## src/rtl/program_pid_association_table_assert.svh

```systemverilog
// assertion macros for the program/pid association table
// used by the top level; needs a clock named clock and a reset named reset
`ifndef PROGRAM_PID_ASSOCIATION_TABLE_ASSERT_SVH
`define PROGRAM_PID_ASSOCIATION_TABLE_ASSERT_SVH

// antecedent implies consequent in the same cycle
`define PAT_ASSERT_SAME(label, ante, cons) \
   label: assert property (@(posedge clock) disable iff (reset) (ante) |-> (cons)) \
      else $error("pat assertion failed");

// antecedent implies consequent in the next cycle
`define PAT_ASSERT_NEXT(label, ante, cons) \
   label: assert property (@(posedge clock) disable iff (reset) (ante) |=> (cons)) \
      else $error("pat assertion failed");

`endif

```

## src/rtl/pat_pkg.sv

```systemverilog
// shared types and constants for the program/pid association table
// no dependencies
package pat_pkg;

   localparam int TABLE_DEPTH = 32;
   localparam int ADDR_W      = (TABLE_DEPTH > 1) ? $clog2(TABLE_DEPTH) : 1;
   localparam int CNT_W       = $clog2(TABLE_DEPTH + 1);
   localparam int PROG_W      = 16;
   localparam int PID_W       = 13;

   typedef enum logic [1:0] {
      OP_ADD    = 2'd0,
      OP_REMOVE = 2'd1,
      OP_LOOKUP = 2'd2,
      OP_NONE   = 2'd3
   } op_type;

   typedef enum logic [2:0] {
      ST_ADDED    = 3'd0,
      ST_PRESENT  = 3'd1,
      ST_FULL     = 3'd2,
      ST_FOUND    = 3'd3,
      ST_NOTFOUND = 3'd4,
      ST_REMOVED  = 3'd5
   } status_type;

   typedef enum logic [1:0] {
      FSM_IDLE,
      FSM_SCAN,
      FSM_DONE
   } fsm_type;

   typedef struct packed {
      logic [PROG_W-1:0] prog_num;
      logic [PID_W-1:0]  pid;
   } entry_type;

   // write side of the entry memory
   typedef struct packed {
      logic              en;
      logic [ADDR_W-1:0] addr;
      entry_type         data;
   } wr_port_type;

endpackage

```

## src/rtl/pat_ram.sv

```systemverilog
// generic simple dual-port ram, one write and one registered read per cycle
// no dependencies
module pat_ram #(
   parameter int DATA_W = 8,
   parameter int DEPTH  = 32,
   parameter int ADDR_W = 5
) (
   input  logic              clock,
   input  logic              wr_en,
   input  logic [ADDR_W-1:0] wr_addr,
   input  logic [DATA_W-1:0] wr_data,
   input  logic              rd_en,
   input  logic [ADDR_W-1:0] rd_addr,
   output logic [DATA_W-1:0] rd_data
);

   logic [DATA_W-1:0] mem_ff [DEPTH];
   logic [DATA_W-1:0] rd_data_ff;

   // write port
   always_ff @(posedge clock) begin
      if (wr_en) begin
         mem_ff[wr_addr] <= wr_data;
      end
   end

   // read port, registered
   always_ff @(posedge clock) begin
      if (rd_en) begin
         rd_data_ff <= mem_ff[rd_addr];
      end
   end

   assign rd_data = rd_data_ff;

endmodule

```

## src/rtl/program_pid_association_table.sv

```systemverilog
// top level of the program/pid association table: sequencer around one entry memory
// depends on pat_pkg, pat_ram and program_pid_association_table_assert.svh
//
// usage
//   a request (req_operation, req_prog_num, req_pid) is taken on a clock edge
//   with start high and busy low; busy stays high until it is finished. each
//   request gives one response on rsp_status and rsp_found_pid, shown for one
//   cycle with rsp_strobe high; the receiver cannot stall it.
// timing
//   the held entries are read one a cycle through the memory read port. the
//   scan runs over every held entry, then a done state registers the
//   response; the strobe rises and busy falls with it, so the next request
//   is taken only after the last is answered. a full table holds 32 entries.
//   the unused operation code (3) skips the scan. remove compacts the table
//   in the same pass, writing survivors back behind the read pointer.
// reset
//   synchronous reset empties the table (entry count to zero) and drops busy
//   and the strobe; memory contents are kept and never read past the count.
module program_pid_association_table (
   input  logic                       clock,
   input  logic                       reset,
   input  logic                       start,
   output logic                       busy,
   input  logic [1:0]                 req_operation,
   input  logic [pat_pkg::PROG_W-1:0] req_prog_num,
   input  logic [pat_pkg::PID_W-1:0]  req_pid,
   output logic                       rsp_strobe,
   output logic [2:0]                 rsp_status,
   output logic [pat_pkg::PID_W-1:0]  rsp_found_pid
);

   import pat_pkg::*;

   `include "program_pid_association_table_assert.svh"

   fsm_type           state_ff, state_in;
   op_type            op_ff, op_in;
   logic [PROG_W-1:0] prog_ff, prog_in;
   logic [PID_W-1:0]  pid_ff, pid_in;
   logic [CNT_W-1:0]  idx_ff, idx_in;
   logic [CNT_W-1:0]  wr_ff, wr_in;
   logic [CNT_W-1:0]  count_ff, count_in;
   logic              dvld_ff, dvld_in;
   logic              hit_ff, hit_in;
   logic [PID_W-1:0]  hitpid_ff, hitpid_in;
   logic              rsp_strobe_ff, rsp_strobe_in;
   status_type        rsp_status_ff, rsp_status_in;
   logic [PID_W-1:0]  rsp_pid_ff, rsp_pid_in;

   logic              rd_en;
   logic [ADDR_W-1:0] rd_addr;
   logic [$bits(entry_type)-1:0] rd_raw;
   entry_type         rd_entry;
   wr_port_type       wr_port;
   logic              issue;

   // entry memory
   pat_ram #(
      .DATA_W ($bits(entry_type)),
      .DEPTH  (TABLE_DEPTH),
      .ADDR_W (ADDR_W)
   ) u_ram (
      .clock   (clock),
      .wr_en   (wr_port.en),
      .wr_addr (wr_port.addr),
      .wr_data (wr_port.data),
      .rd_en   (rd_en),
      .rd_addr (rd_addr),
      .rd_data (rd_raw)
   );

   assign rd_entry = entry_type'(rd_raw);
   assign rd_addr  = idx_ff[ADDR_W-1:0];

   // control registers
   always_ff @(posedge clock) begin
      if (reset) begin
         state_ff      <= FSM_IDLE;
         count_ff      <= '0;
         dvld_ff       <= 1'b0;
         rsp_strobe_ff <= 1'b0;
      end else begin
         state_ff      <= state_in;
         count_ff      <= count_in;
         dvld_ff       <= dvld_in;
         rsp_strobe_ff <= rsp_strobe_in;
      end
   end

   // request and scan payload registers
   always_ff @(posedge clock) begin
      op_ff         <= op_in;
      prog_ff       <= prog_in;
      pid_ff        <= pid_in;
      idx_ff        <= idx_in;
      wr_ff         <= wr_in;
      hit_ff        <= hit_in;
      hitpid_ff     <= hitpid_in;
      rsp_status_ff <= rsp_status_in;
      rsp_pid_ff    <= rsp_pid_in;
   end

   // next state and datapath control
   always_comb begin
      state_in      = state_ff;
      op_in         = op_ff;
      prog_in       = prog_ff;
      pid_in        = pid_ff;
      idx_in        = idx_ff;
      wr_in         = wr_ff;
      count_in      = count_ff;
      dvld_in       = 1'b0;
      hit_in        = hit_ff;
      hitpid_in     = hitpid_ff;
      rsp_strobe_in = 1'b0;
      rsp_status_in = rsp_status_ff;
      rsp_pid_in    = rsp_pid_ff;
      rd_en         = 1'b0;
      issue         = 1'b0;
      wr_port.en    = 1'b0;
      wr_port.addr  = wr_ff[ADDR_W-1:0];
      wr_port.data  = rd_entry;

      unique case (state_ff)
         FSM_IDLE: begin
            // take a new request
            if (start) begin
               op_in     = op_type'(req_operation);
               prog_in   = req_prog_num;
               pid_in    = req_pid;
               idx_in    = '0;
               wr_in     = '0;
               hit_in    = 1'b0;
               hitpid_in = '0;
               state_in  = (op_type'(req_operation) == OP_NONE) ? FSM_DONE : FSM_SCAN;
            end
         end

         FSM_SCAN: begin
            // issue one read per cycle over the held entries
            issue   = (idx_ff < count_ff);
            rd_en   = issue;
            dvld_in = issue;
            if (issue) begin
               idx_in = idx_ff + CNT_W'(1);
            end
            // compare the entry that came back from the memory
            if (dvld_ff) begin
               unique case (op_ff)
                  OP_ADD: begin
                     if (rd_entry.prog_num == prog_ff && rd_entry.pid == pid_ff) begin
                        hit_in = 1'b1;
                     end
                  end
                  OP_LOOKUP: begin
                     // later entries are newer, so the last match wins
                     if (rd_entry.prog_num == prog_ff) begin
                        hit_in    = 1'b1;
                        hitpid_in = rd_entry.pid;
                     end
                  end
                  OP_REMOVE: begin
                     // survivors are written back behind the read pointer
                     if (rd_entry.prog_num != prog_ff) begin
                        wr_port.en = 1'b1;
                        wr_in      = wr_ff + CNT_W'(1);
                     end
                  end
                  OP_NONE: begin
                  end
                  default: begin
                  end
               endcase
            end
            if (!issue && !dvld_ff) begin
               state_in = FSM_DONE;
            end
         end

         FSM_DONE: begin
            // settle the response and any table update
            rsp_strobe_in = 1'b1;
            rsp_pid_in    = '0;
            state_in      = FSM_IDLE;
            unique case (op_ff)
               OP_ADD: begin
                  if (hit_ff) begin
                     rsp_status_in = ST_PRESENT;
                  end else if (count_ff >= CNT_W'(TABLE_DEPTH)) begin
                     rsp_status_in = ST_FULL;
                  end else begin
                     rsp_status_in         = ST_ADDED;
                     wr_port.en            = 1'b1;
                     wr_port.addr          = count_ff[ADDR_W-1:0];
                     wr_port.data.prog_num = prog_ff;
                     wr_port.data.pid      = pid_ff;
                     count_in              = count_ff + CNT_W'(1);
                  end
               end
               OP_REMOVE: begin
                  rsp_status_in = ST_REMOVED;
                  count_in      = wr_ff;
               end
               OP_LOOKUP: begin
                  if (hit_ff) begin
                     rsp_status_in = ST_FOUND;
                     rsp_pid_in    = hitpid_ff;
                  end else begin
                     rsp_status_in = ST_NOTFOUND;
                  end
               end
               OP_NONE: begin
                  rsp_status_in = ST_NOTFOUND;
               end
               default: begin
                  rsp_status_in = ST_NOTFOUND;
               end
            endcase
         end

         default: begin
            state_in = FSM_IDLE;
         end
      endcase
   end

   assign busy          = (state_ff != FSM_IDLE);
   assign rsp_strobe    = rsp_strobe_ff;
   assign rsp_status    = rsp_status_ff;
   assign rsp_found_pid = rsp_pid_ff;

   // checks
   `PAT_ASSERT_SAME(a_count_bound, 1'b1, count_ff <= CNT_W'(TABLE_DEPTH))
   `PAT_ASSERT_NEXT(a_start_busy, start && !busy, busy)
   `PAT_ASSERT_NEXT(a_done_strobe, state_ff == FSM_DONE, rsp_strobe && !busy)
   `PAT_ASSERT_SAME(a_compact_behind, state_ff == FSM_SCAN && wr_port.en, wr_ff < idx_ff)

endmodule
```

## config.mk

```make
export PLATFORM = sky130hd
export DESIGN_NAME = program_pid_association_table
export DESIGN_NICKNAME = d
export VERILOG_FILES = /design/src/rtl/pat_pkg.sv /design/src/rtl/pat_ram.sv /design/src/rtl/program_pid_association_table.sv
export VERILOG_INCLUDE_DIRS = /design/src /design/src/rtl
export SDC_FILE = /design/constraint.sdc
export NUM_CORES = 1
export LEC_CHECK = 0
export BUFFER_PORTS_ARGS = -buffer_cell sky130_fd_sc_hd__buf_4
export CAP_MARGIN = 25
export CORE_UTILIZATION = 60
export CTS_BUF_LIST = sky130_fd_sc_hd__clkbuf_4 sky130_fd_sc_hd__clkbuf_8 sky130_fd_sc_hd__clkbuf_16
export CTS_CLUSTER_DIAMETER = 120
export CTS_CLUSTER_SIZE = 8
export DETAILED_ROUTE_END_ITERATION = 10
export HOLD_SLACK_MARGIN = 0.06
export PLACE_DENSITY = 0.76
export SLEW_MARGIN = 20
export SYNTH_ARGS = -nofsm -noshare
export SYNTH_HDL_FRONTEND = slang
export SYNTH_HIERARCHICAL = 1
export SYNTH_SLANG_ARGS = --single-unit
```

## constraint.sdc

```tcl
create_clock -name clock -period 5.95 [get_ports clock]
set_clock_uncertainty 0.2 [all_clocks]
set_input_delay 0.8925 -clock clock [delete_from_list [all_inputs] [get_ports clock]]
set_output_delay 0.8925 -clock clock [all_outputs]
set_load 0.03 [all_outputs]
```

==> summary.md, run 1 <==
| Metric | Value |
|---|---|
| Synth warn | `6` |
| Area grow syn2layout | `12.8%` |
| Cell variety after synth | `just under 50` |
| Port buffer count | `51` |
| Rows | `95` |
| Fill cells | `4149` |
| CP max-delay cell | `nor2_4` |
| Mux contribution to synthesized area | `12.2%` |
| Number of global-route vias before repair | `about 22000` |
| Root Driver | `clkbuf_16` |
| Via density | `approximately 6.6` |
| Clk slew on worst S/H paths | `approximately 50 ps` |
| Layout cells sized above 1 | `about 13%` |
| Drt first pass iters | `6` |
| Die area | `approximately 0.070 mm^2` |
| Grt total ovfl | `0` |
| Internal power | `roughly 15 mW` |
| Die Wd | `264 um` |
| Switching power total | `7.06 mW` |
| Clock power frac | `between 30% and 40%` |
| Largest family of logic cells by synthesized area | `multiplexers` |
| Pwr/cell area | `roughly 480 mW/mm^2` |
| Async SR Flop Fraction | `0%` |
| Simple-gate share of the synthesized area | `under 10%` |
| CTS buffer count | `about 150` |
| First-pass GRT wire length | `~150 mm` |
| Xor and xnor fraction of the mapped netlist area | `less than 1%` |
| Max-slew violation count | `0` |
| Power share of the sequential group | `about two fifths` |
| Seq/Total Area, Yosys | `75.5%` |
| Static Leak | `15.8 nW` |
| Synth Area in Compound Gates | `a little under 5%` |
| Syn_area_per_cell | `about 17 um^2` |
| Core area | `a little under 0.07 mm^2` |
| Drt total wl | `100 mm` |
| DR iter-0 viols | `around 2600` |
| Required time of the critical path | `between 6000 and 7000 ps` |
| Layout net count | `2537` |
| Gate power share | `a little over a quarter` |
| Final Setup Violations | `0` |
| Gr usage total | `between 20% and 30%` |
| Clk_lat worst skew | `around 700 ps` |
| Wire length per cell | `29.5 um` |
| Worst Tran Pin Value | `1150 ps` |
| Starting Density | `61.0%` |
| Clock sink count | `1040` |
| CTS Buffer Depth | `3` |
| CP Cell Sequence | `nor2b_1 > nand3b_1 > o21ai_1 > nand3b_1 > nor2_4` |
| GPL Wtd Cong | `approximately 0.90` |
| Critical path launch point type | `flop` |
| Tcrit/Tclk final | `about three quarters` |
| H-tree depth | `4` |
| Hold Crit Class | `input pin to flop` |
| F_max | `around 220 MHz` |
| Status | `finished, final reports clean` |
| Adder-Cell Fraction of Synth Area | `less than 1%` |
| # IOs | `52` |
| CP Class | `flop to flop` |
| Hold Violations, Final | `0` |
| Flops & latches, synth | `1040` |
| Largest fanout on the critical path | `29` |
| Crit path max-delay family | `simple AND/OR/NAND/NOR gates` |
| Final Instance Count excl. Fillers | `3386` |
| Sw Share | `a little under a third` |
| Critical path arrival | `4620 ps` |
| Slew margin rel. | `about a quarter` |
| Syn Nets | `between 2000 and 2500` |
| Vias | `22400` |
| Max-Cap Viols | `0` |
| HPWL Detailed | `59.1 mm` |
| Post-synth EDFFs | `around 1000` |
| Post-cts sizing count | `0` |
| Max incr delay on CP | `between 1000 and 1500 ps` |
| CTS hold repair buffers | `0` |
| RSZ-0062 raised after global routing | `false` |
| Dpl cells | `approximately 3200` |
| Postcts setup bufs | `0` |
| CP Capture Type | `flop` |
| Ys flop type | `edfxtp_1` |
| Post-Syn Area | `a little over 0.04 mm^2` |
| Die Y | `between 200 and 300 um` |
| Largest net degree at the start of global routing | `between 100 and 150` |
| CP dominant cell by count | `nand3b_1` |
| Post-layout minimum cycle time | `about 4500 ps` |
| Layout Utilization | `between 60% and 70%` |
| Initial antenna violation count | `5` |
| WP buf/inv | `0` |
| Post-DRT Antenna Nets | `0` |
| CTS tree | `yes` |
| Detailed-route DRC error count | `0` |
| Post-route setup TNS | `0 ps` |
| # diodes | `0` |
| VDD IR max | `roughly 0.48 mV` |
| Post-Synthesis Cells | `~2400` |
-- logic make-up after synthesis --
group,after synthesis
xor+xnor,37
simple gates,353
buf+inv,139
compound gates,297
fa+ha+maj,12
mux,498
flops,1040
-- metal layers --
layer	part of all wire, %	wire length, um	global-route usage, %
met3	9.6	9650	6.61
met4	4.8	4790	14.0
met5	0.068	68	0
met2	48	47800	46.3
met1	38	37700	38.2
-- layout make-up --
type                       instances  area, um^2  area share, %
sequential                      1040       31100           66.9
tap                              873        1090           2.35
inverter                          12        45.0         0.0968
timing repair buffer              93         772           1.66
multi-input combinational       1197        9480           20.4
clock inverter                     9         130          0.280
clock buffer                     162        3880           8.34
-- placed cells by master, fill, tap and decap left out, types with 34 or more instances in the layout --
cell       instances
edfxtp_1        1030
a21oi_1           99
clkbuf_16        152
nor2_4            34
mux2i_1          464
nand2_1          103
a22o_1            59
buf_4             87
a22oi_1           90
nand3_1           95
-- final timing paths --
path              cells past startpoint  slack [ps]                     start                             to
setup reg to reg                      5        1450        op_ff[0]$_DFFE_PP_  u_ram/mem_ff[18][9]$_DFFE_PP_
hold / removal                        1         160                req_pid[6]            pid_ff[6]$_DFFE_PP_
setup / recovery                      5        1450        op_ff[0]$_DFFE_PP_  u_ram/mem_ff[18][9]$_DFFE_PP_
hold reg to reg                       2         300  state_ff[0]$_SDFFE_PP0P_       state_ff[0]$_SDFFE_PP0P_
-- synthesized netlist by cell type (33+ instances only) --
master / number / area [um^2]
edfxtp_1: 1030 / 30900
mux2_1: 34 / 383
a22o_1: 59 / 517
a22oi_1: 90 / 676
nor2_1: 53 / 199
buf_2: 36 / 180
a21oi_1: 99 / 495
nand3_1: 95 / 475
nor3_1: 33 / 165
clkbuf_1: 34 / 128
nand2_1: 103 / 387
mux2i_1: 464 / 4640
-- sequential cells by signal (all words and copies together), names as in the netlist --
register       count
u_ram/mem_ff     928
u_ram/rd_data     29
prog_ff           16
hitpid_ff         13
pid_ff            13
rsp_found_pid     13
count_ff           6
idx_ff             6
wr_ff              6
rsp_status         3
op_ff              2
state_ff           2
dvld_ff            1
hit_ff             1
rsp_strobe         1
-- per-stage QoR --
step	power, mW	hold slack (ps)	instance area, um^2	worst slack (ps)
finish	22.3	160	46500	1450
global placement	14.8	286	42500	1720
global route	22.9	135	46500	1340
CTS	22.3	128	46500	1540
detailed placement	14.9	293	42500	1510
floorplan	13.0	270	41300	1500
-- power by group through the flow --
| stage | combinational, mW | sequential (mW) | clock [mW] |
|---|---|---|---|
| after CTS | 5.73 | 9.10 | 7.44 |
| after global routing | 6.06 | 9.12 | 7.74 |
| after detailed placement | 5.70 | 9.23 | 0 |
| after floorplan | 3.79 | 9.20 | 0 |
| after global placement | 5.58 | 9.21 | 0 |
| final | 5.84 | 9.11 | 7.37 |
Power figures use the tool's default switching activity.
==> inputs of run 2 (changes only) <==
--- a/config.mk
+++ b/config.mk
@@ -8,7 +8,7 @@
 export LEC_CHECK = 0
 export BUFFER_PORTS_ARGS = -buffer_cell sky130_fd_sc_hd__buf_4
 export CAP_MARGIN = 25
-export CORE_UTILIZATION = 60
+export CORE_UTILIZATION = 57
 export CTS_BUF_LIST = sky130_fd_sc_hd__clkbuf_4 sky130_fd_sc_hd__clkbuf_8 sky130_fd_sc_hd__clkbuf_16
 export CTS_CLUSTER_DIAMETER = 120
 export CTS_CLUSTER_SIZE = 8
==> constraint.sdc (replaced) <==
create_clock -name clock -period 3.9 [get_ports clock]
set_clock_uncertainty 0.2 [all_clocks]
set_input_delay 0.585 -clock clock [delete_from_list [all_inputs] [get_ports clock]]
set_output_delay 0.585 -clock clock [all_outputs]
set_load 0.03 [all_outputs]
==> summary.md, run 2 (synthesized netlist as in run 1, its figures left out) <==
| Metric | Value |
|---|---|
| Static Leak | `16.4 nW` |
| Clk_lat worst skew | `approximately 750 ps` |
| Hold EP | `state_ff[0]$_SDFFE_PP0P_` |
| R2R Path End | `u_ram/mem_ff[28][21]$_DFFE_PP_` |
| Via density | `6.36` |
| Largest register FFs | `~930` |
| Post-DRT Antenna Nets | `0` |
| HPWL Detailed | `between 50 and 60 mm` |
| RR Startpoint | `prog_ff[14]$_DFFE_PP_` |
| Tcrit/Tclk final | `95.5%` |
| Max incr delay on CP | `roughly 730 ps` |
| Max-slew violation count | `0` |
| Detailed-route DRC error count | `0` |
| Max-Cap Viols | `0` |
| Die area | `roughly 0.073 mm^2` |
| Drt total wl | `roughly 99 mm` |
| Commonest non-fill, non-tap cell in the layout | `edfxtp_1` |
| Starting Density | `between 50 and 60%` |
| H-tree depth | `4` |
| CP Cell Sequence | `xnor2_1 > nand4_1 > nor4_1 > buf_4 > nand3b_1 > o21ai_1 > or3b_2 > nor2_4 > buf_16` |
| CP Capture Type | `flop` |
| Largest fanout on the critical path | `16` |
| Hold Violations, Final | `0` |
| CTS buffer count | `between 100 and 150` |
| Largest net degree at the start of global routing | `105` |
| Post-cts sizing count | `0` |
| CTS tree | `yes` |
| Design area | `0.0481 mm^2` |
| CP Class | `flop to flop` |
| Gr usage total | `27.0%` |
| Placement Cell Area | `around 0.043 mm^2` |
| CP max-delay cell | `or3b_2` |
| Critical path arrival | `just under 4000 ps` |
| Clock sink count | `between 1000 and 1500` |
| Die Y | `271 um` |
| Critical path launch point type | `flop` |
| Required time of the critical path | `about 4100 ps` |
| Vias | `22600` |
| Drt first pass iters | `6` |
| Core area | `0.0716 mm^2` |
| DR iter-0 viols | `2693` |
| Grt total ovfl | `0` |
| RSZ-0062 raised after global routing | `false` |
| Port buffer count | `just over 50` |
| Final Setup Violations | `0` |
| GPL Wtd Cong | `about 0.85` |
| # IOs | `52` |
| Reg2reg setup slack | `about 180 ps` |
| Root Driver | `clkbuf_16` |
| Slew margin rel. | `28.2%` |
| Hold_sp | `state_ff[0]$_SDFFE_PP0P_` |
| Layout cells sized above 1 | `between 10% and 20%` |
| Postcts setup bufs | `0` |
| Status | `finished, final reports clean` |
| Area grow syn2layout | `16.5%` |
| Crit path max-delay family | `simple AND/OR/NAND/NOR gates` |
| Hold Path Cell Cnt | `2` |
| Number of global-route vias before repair | `~23000` |
| Register area | `about 0.031 mm^2` |
| Crit path from | `prog_ff[14]$_DFFE_PP_` |
| Largest reg by FF count | `u_ram/mem_ff` |
| Overall Power | `around 34 mW` |
| Hold Crit Class | `flop to flop` |
| Initial antenna violation count | `2` |
| Die Wd | `around 270 um` |
| Clk slew on worst S/H paths | `around 50 ps` |
| Pwr/cell area | `around 710 mW/mm^2` |
| Layout net count | `2625` |
| Worst Tran Pin Value | `1070 ps` |
| WP buf/inv | `2` |
| Multi-input gate area | `0.00947 mm^2` |
| First-pass GRT wire length | `approximately 140 mm` |
| Rows | `98` |
| # diodes | `0` |
| Worst r2r path cells | `9` |
| Post-layout minimum cycle time | `~3700 ps` |
| Wire length per cell | `~28 um` |
| F_max | `approximately 270 MHz` |
| Fill cells | `4484` |
| Highest-count cells in the layout ignoring fill and taps | `edfxtp_1 (1030), mux2i_1 (464), clkbuf_16 (148), buf_4 (106), nand2_1 (103)` |
| CTS Buffer Depth | `3` |
| Fin Hold WS | `305 ps` |
| Post-route setup TNS | `0 ps` |
| VDD IR max | `0.646 mV` |
==> run 2: changes by cell type in the layout (fill, tap and decap cells not counted), sizes merged <==
cell         previous run  this run
clkinv                  5        10
clkbuf                162       159
buf                    93       148
dlygate4sd3             0        33
==> run 2: what timing repair did <==
item / in CTS / in global routing
hold buffers: 33 / 0
endpoints found under the hold margin: 41 / 0
setup endpoints to repair: 0 / 0
==> run 2: how the worst max path moves through the flow <==
| stage | end | slack (ps) | cells past startpoint |
|---|---|---|---|
| after floorplan | u_ram/mem_ff[10][0]$_DFFE_PP_ | -450 | 8 |
| after CTS | u_ram/mem_ff[8][19]$_DFFE_PP_ | 30 | 8 |
| after global routing | u_ram/mem_ff[28][12]$_DFFE_PP_ | 80 | 9 |
| final | u_ram/mem_ff[28][21]$_DFFE_PP_ | 180 | 9 |
| after global placement | u_ram/mem_ff[4][1]$_DFFE_PP_ | 50 | 8 |
| after detailed placement | u_ram/mem_ff[0][2]$_DFFE_PP_ | 90 | 8 |
==> run 2: final cells by class <==
cell class,count,area share [%]
sequential,1040,64.8
multi-input combinational,1197,19.7
clock buffer,159,7.88
timing repair buffer,181,4.41
tap,950,2.47
clock inverter,14,0.654
inverter,12,0.0937
==> run 2: per-stage QoR <==
step	cells	util [%]	worst slack [ps]
global route	3553	67.1	77.4
floorplan	2376	-	-451
finish	3553	67.1	175
detailed placement	3340	60.7	88.8
global placement	3318	59.9	48.0
CTS	3546	66.9	26.4
==> run 2: worst reg2reg max path: stages (launching register included) <==
cell and delay, ps:
edfxtp_1 400, xnor2_1 150, nand4_1 130, nor4_1 110, buf_4 180, nand3b_1 180
o21ai_1 400, or3b_2 730, nor2_4 670, buf_16 250
==> run 2: layer usage <==
layer	GRT usage (%)	routed length, um	vias up
li1	-	-	9710
met1	34.6	37400	11300
met2	42.6	46900	1358
met3	7.82	10300	210
met4	12.8	3970	0
met5	0	0	-
==> run 2: power breakdown <==
group / total [mW] / internal (mW) / switching (mW)
logic: 8.78 / 2.96 / 5.82
registers: 13.8 / 13.5 / 0.264
clock network: 11.4 / 6.86 / 4.51
